===== config.mk =====
export PLATFORM = sky130hd
export DESIGN_NAME = tmn_ctrl
export DESIGN_NICKNAME = d
export VERILOG_FILES = /design/src/hw/rtl/tmn_pkg.sv /design/src/hw/rtl/tmn_ctrl.sv
export SDC_FILE = /design/constraint.sdc
export NUM_CORES = 1
export LEC_CHECK = 0
export BUFFER_PORTS_ARGS = -buffer_cell sky130_fd_sc_hd__buf_2
export CORE_AREA = 2 2 39 41
export DETAILED_ROUTE_END_ITERATION = 10
export DIE_AREA = 0 0 41 43
export PLACE_DENSITY = 0.5
export SLEW_MARGIN = 25
export SYNTH_ARGS = -nofsm -noshare
export SYNTH_HDL_FRONTEND = slang
export SYNTH_SLANG_ARGS = --single-unit

===== constraint.sdc =====
create_clock -name clk_i -period 1.5 [get_ports clk_i]
set_input_delay 0.225 -clock clk_i [delete_from_list [all_inputs] [get_ports clk_i]]
set_output_delay 0.225 -clock clk_i [all_outputs]
set_load 0.02 [all_outputs]

===== src/hw/rtl/tmn_pkg.sv =====
// Package for token_mutex_node: event codes, result kinds, state encoding.
// Used by tmn_ctrl, tmn_dp and token_mutex_node.
package tmn_pkg;

  localparam int NODES = 8;

  typedef enum logic [2:0] {
    FN_LOCAL  = 3'd0,
    FN_REMOTE = 3'd1,
    FN_LN     = 3'd2,
    FN_QWORD  = 3'd3,
    FN_REL    = 3'd4,
    FN_INIT   = 3'd5
  } func_e;

  typedef enum logic [2:0] {
    K_NONE  = 3'd0,
    K_BCAST = 3'd1,
    K_HDR   = 3'd2,
    K_WORD  = 3'd3,
    K_GRANT = 3'd4
  } kind_e;

  typedef enum logic [2:0] {
    S_IDLE,
    S_EXEC,
    S_SCAN,
    S_HDR,
    S_LN,
    S_QUE,
    S_OUT
  } state_e;

  localparam logic signed [15:0] NoneYet = -16'sd1;
  localparam logic signed [15:0] SeqMax  = 16'sd32767;

  // controller to datapath
  typedef struct packed {
    logic exec;      // apply the captured event's simple updates
    logic scan_step; // examine scan index for release enqueue
    logic pop_dest;  // release: take queue head as destination
    logic emit_hdr;
    logic emit_ln;
    logic emit_q;
    logic fin_send;  // clear queue after stream
    logic out_take;  // output register consumed
  } cmd_t;

  // datapath to controller
  typedef struct packed {
    logic go_send;   // exec decided to send token
    logic go_scan;   // exec decided on release scan
    logic scan_done;
    logic has_queue; // queue nonempty after scan
    logic ln_done;
    logic q_done;
    logic out_full;
  } sts_t;

endpackage


===== src/hw/rtl/tmn_ctrl.sv =====
// Controller FSM for token_mutex_node.
// Depends on tmn_pkg; drives tmn_dp through cmd_t, reads sts_t.
module tmn_ctrl (
  input  logic          clk_i,
  input  logic          rst_ni,
  input  logic          in_valid_i,
  output logic          in_ready_o,
  input  tmn_pkg::sts_t sts_i,
  output tmn_pkg::cmd_t cmd_o
);
  import tmn_pkg::*;

  state_e state_q, state_d;

  always_ff @(posedge clk_i or negedge rst_ni) begin
    if (!rst_ni) state_q <= S_IDLE;
    else state_q <= state_d;
  end

  always_comb begin
    state_d    = state_q;
    cmd_o      = '0;
    in_ready_o = 1'b0;
    unique case (state_q)
      S_IDLE: begin
        in_ready_o = !sts_i.out_full;
        if (in_valid_i && !sts_i.out_full) state_d = S_EXEC;
      end
      S_EXEC: begin
        cmd_o.exec = 1'b1;
        if (sts_i.go_send) state_d = S_HDR;
        else if (sts_i.go_scan) state_d = S_SCAN;
        else state_d = S_OUT;
      end
      S_SCAN: begin
        cmd_o.scan_step = 1'b1;
        if (sts_i.scan_done) begin
          if (sts_i.has_queue) begin
            cmd_o.pop_dest = 1'b1;
            state_d = S_HDR;
          end else begin
            state_d = S_OUT;
          end
        end
      end
      S_HDR: begin
        if (!sts_i.out_full) begin
          cmd_o.emit_hdr = 1'b1;
          state_d = S_LN;
        end
      end
      S_LN: begin
        if (!sts_i.out_full) begin
          cmd_o.emit_ln = 1'b1;
          if (sts_i.ln_done) state_d = S_QUE;
        end
      end
      S_QUE: begin
        if (sts_i.q_done) begin
          cmd_o.fin_send = 1'b1;
          state_d = S_OUT;
        end else if (!sts_i.out_full) begin
          cmd_o.emit_q = 1'b1;
        end
      end
      S_OUT: begin
        state_d = S_IDLE;
      end
      default: state_d = S_IDLE;
    endcase
  end

  a_ready_idle: assert property (@(posedge clk_i) disable iff (!rst_ni)
    in_ready_o |-> state_q == S_IDLE) else $error("ready outside idle");
  a_exec_once: assert property (@(posedge clk_i) disable iff (!rst_ni)
    cmd_o.exec |=> !cmd_o.exec) else $error("exec repeated");
  a_hdr_then_ln: assert property (@(posedge clk_i) disable iff (!rst_ni)
    cmd_o.emit_hdr |=> state_q == S_LN) else $error("header not followed by LN");
endmodule


==> reports/results.tsv <==
stage	metric	value	unit
global_route	largest net degree at the start of global routing	10	
cells_and_area	biggest regs	state_q (3)	
power_and_ir_drop	maximum ir drop on the vdd rail	0.000991	V
drt	1st-iter DRT viols	0	
logic_synthesis	gate count of the mapped netlist	41	
power_and_ir_drop	Leakage Power	0.000274	uW
cells_and_area	Area Growth Syn to Fin	83.1	%
min_path	worst hold path type	input port to register	
drt	count of vias placed by the detailed router	369	
run_status	run status	complete, no violations	
clock_network	TritonCTS clock tree	yes	
logic_synthesis	Post-Synthesis Net Count	51	
logic_synthesis	most used standard cell by instance count after synthesis	nor2_1	
critical_path	Critical Path RT	1.27	ns
cells_and_area	area of all placed cells without fillers	584	sq um
logic_synthesis	number of enable flip-flop cells after synthesis	0	
placed_design	Post-Place Cell Area	429	sq um
timing	part of the cycle the worst path needs	99.1	%
timing	shortest clock period the worst path allows after layout	1.49	ns
critical_path	cells along the critical path	buf_4 -> nor4_4 -> buf_4	
timing	maximum clock frequency	673	MHz
logic_synthesis	Synth Warn #	0	
critical_path	largest fanout of any net on the critical path	4	
timing	Pins Over Slew Limit	0	
clock_network	number of buffers added by the clock tree synthesis step	3	
logic_synthesis	summed instance area of the synthesized netlist	319	sq um
drt	DRC viols	0	
global_route	antenna violations before repair	0	
power_and_ir_drop	ratio of total power to cell area	2190	mW/mm^2
floorplanning	Starting Density	23.1	%
timing	Worst Slack Setup Final	0.0138	ns
floorplanning	placeable core region	0.00138	sq mm
logic_synthesis	Seq/Total Area, Yosys	23.5	%
placed_design	count of input and output buffers	17	
timing	setup repair after global routing missed its margin	true	
logic_synthesis	register bit total from synthesis	3	
clock_network	clock-pin slew reported for the worst setup and hold paths after clock tree synthesis	0.04	ns
job	maxcap violations	0	
placed_design	RePlAce Congestion	0.815	
logic_synthesis	Commonest cells post-synth	nor2_1 (4), a21oi_1 (3), dfrtp_1 (3), nand2_1 (3), nand2b_1 (3)	
placed_design	Post-DP HPWL	624	microns
timing	post-route setup TNS	0	ns
power_and_ir_drop	total power after layout	1280	uW
critical_path	CP Class	register to output port	
logic_synthesis	library cell occupying the most area in the post-synthesis netlist	dfrtp_1	
floorplanning	number of placement rows	14	
critical_path	most prevalent standard cell on the critical path	buf_4	
critical_path	worst path arrival time	1.26	ns
global_route	vias in the first global route	333	
critical_path	startpoint type of the worst setup path	register	
global_route	overall routing resource usage	10.9	%
logic_synthesis	commonest register cell after synthesis	dfrtp_1	
cells_and_area	Ant. Diodes	0	
clock_network	largest buffer count on any clock path	2	
logic_synthesis	share of the synthesized area in the top cell type	23.5	%
cells_and_area	largest register by flop count	state_q	
drt	Via-to-Cell Ratio	4.56	
clock_network	Clock H-tree levels	1	
global_route	global-route wire length before repair	1.26	mm
logic_synthesis	synthesized area per cell	7.78	sq um
placed_design	Place WS	0.0901	ns
floorplanning	die area	0.00176	sq mm
logic_synthesis	Netlist cell types	24	
clock_network	clock root cell	clkbuf_4	
timing	setup clock skew after layout	0.00225	ns
floorplanning	io pins	19	
cells_and_area	flip-flop count of the largest register after layout	3	
cells_and_area	share of cells above drive strength 1	64.6	%
floorplanning	die outline height	43	microns
drt	post-route ant nets	0	
critical_path	CP max-delay cell	dfrtp_1	
drt	Total Routed Length	982	microns
global_route	GRT overflow	0	
logic_synthesis	cell types occupying the most area after synthesis	dfrtp_1 (24%), mux2_1 (7.1%), nand2b_1 (5.9%), a21oi_1 (4.7%), buf_4 (4.7%)	
timing	count of endpoints failing setup in the final report	0	
clock_network	clock latency reported for the late side of the worst-skew pair	0.24	ns
clock_network	TritonCTS sink count	3	
critical_path	capturing element type of the critical path	output port	
floorplanning	Die Width	41	microns
drt	routed len/inst	12.1	microns
logic_synthesis	share of flip-flops with an asynchronous set or reset after synthesis	100	%
drt	Pre-antenna DRT Iters	1	
cells_and_area	Total Nets Final	76	
critical_path	highest cell delay on the worst timing path	0.40	ns
timing	count of final hold-check violations	0	
path summary, 6_finish.rpt:
check                      cells after the start              startpoint  slack (ns)                     end
hold / removal                                 3                sts_i[1]        0.28  state_q[1]$_DFFE_PN0P_
hold reg to reg                                2  state_q[2]$_DFFE_PN0P_        0.66  state_q[1]$_DFFE_PN0P_
setup / recovery                               3  state_q[2]$_DFFE_PN0P_        0.01              in_ready_o
min in group asynchronous                      2                  rst_ni        0.32  state_q[1]$_DFFE_PN0P_
setup reg to reg                               5  state_q[1]$_DFFE_PN0P_        0.07  state_q[2]$_DFFE_PN0P_
max in group asynchronous                      2                  rst_ni        1.07  state_q[0]$_DFFE_PN0P_
stage by stage:
step,utilization [%],hold WS [ns],instances
2_1_floorplan,-,-0.0706,41
3_3_place_gp,31.0,0.0254,74
3_5_place_dp,31.0,0.0226,74
4_1_cts,37.1,0.267,82
5_1_grt,42.2,0.310,81
6_report,42.2,0.283,81
layer usage:
metal  vias up  global-route usage [%]  part of all wire [%]
li1        191                       -                     -
met1       169                    12.6                    42
met2         7                    15.9                    54
met3         2                    1.57                   1.9
met4         0                    10.0                   1.6
met5         -                       0                     0
final cells by class:
type	instances	area, sq um
multi-input combinational	32	279
tap	16	20.0
inverter	2	10.0
clock buffer	4	26.3
fill	142	800
sequential	3	77.6
timing repair buffer	24	171
report_power, final:
part / switching [uW] / internal, uW / total [uW]
clock: 44.7 / 99.9 / 145
combinational: 472 / 478 / 950
sequential: 52.6 / 132 / 185
total: 569 / 710 / 1280
cells by family (layout without fill, tap and decap cells):
logic type      count (synthesis)  in the layout  synth area share (%)
simple gates                   19             19                  32.2
compound gates                  9              9                  20.8
mux                             3              3                  10.2
other cells                     1              1                  1.18
buf+inv                         6             30                  12.2
flops                           3              3                  23.5
worst max-delay path: cells and delay by family (launching register included):
family	cells	cell delay, ns
flip-flops	1	0.40
buffers and inverters	2	0.35
AND/OR/NAND/NOR	1	0.28
placed cells by master (no fill, tap or decap):
cell type,Yosys,final
buf_2,1,12
buf_4,2,6
buf_6,1,5
a21oi_1,3,3
clkbuf_4,0,3
nor3_2,0,2
nand2b_1,3,2
nor2_1,4,2
nand2_1,3,2
mux2_4,0,2
dfrtp_2,0,2
nand2b_4,0,1
nor2_4,0,1
nor3b_1,1,1
and3_4,0,1
nor2b_4,0,1
and3_1,2,1
inv_4,0,1
nand2_4,0,1
nor4_4,0,1
nor2b_1,2,1
o22ai_1,1,1
nor2_2,0,1
a2bb2oi_1,1,1
inv_1,2,1
o21ai_2,0,1
nand4b_1,1,1
o31a_1,1,1
o221ai_2,1,1
mux2i_1,1,1
o31ai_1,1,1
conb_1,1,1
clkbuf_1,0,1
dlygate4sd3_1,0,1
dfrtp_1,3,1
repair_timing:
item,CTS,global route
hold buffers,1,0
hold endpoints to repair,3,0
setup buffers,3,0
gates resized for setup,9,21
pin swaps,3,3
gates cloned,0,0
endpoints found under the setup margin,6,7
Power figures use the tool's default switching activity.
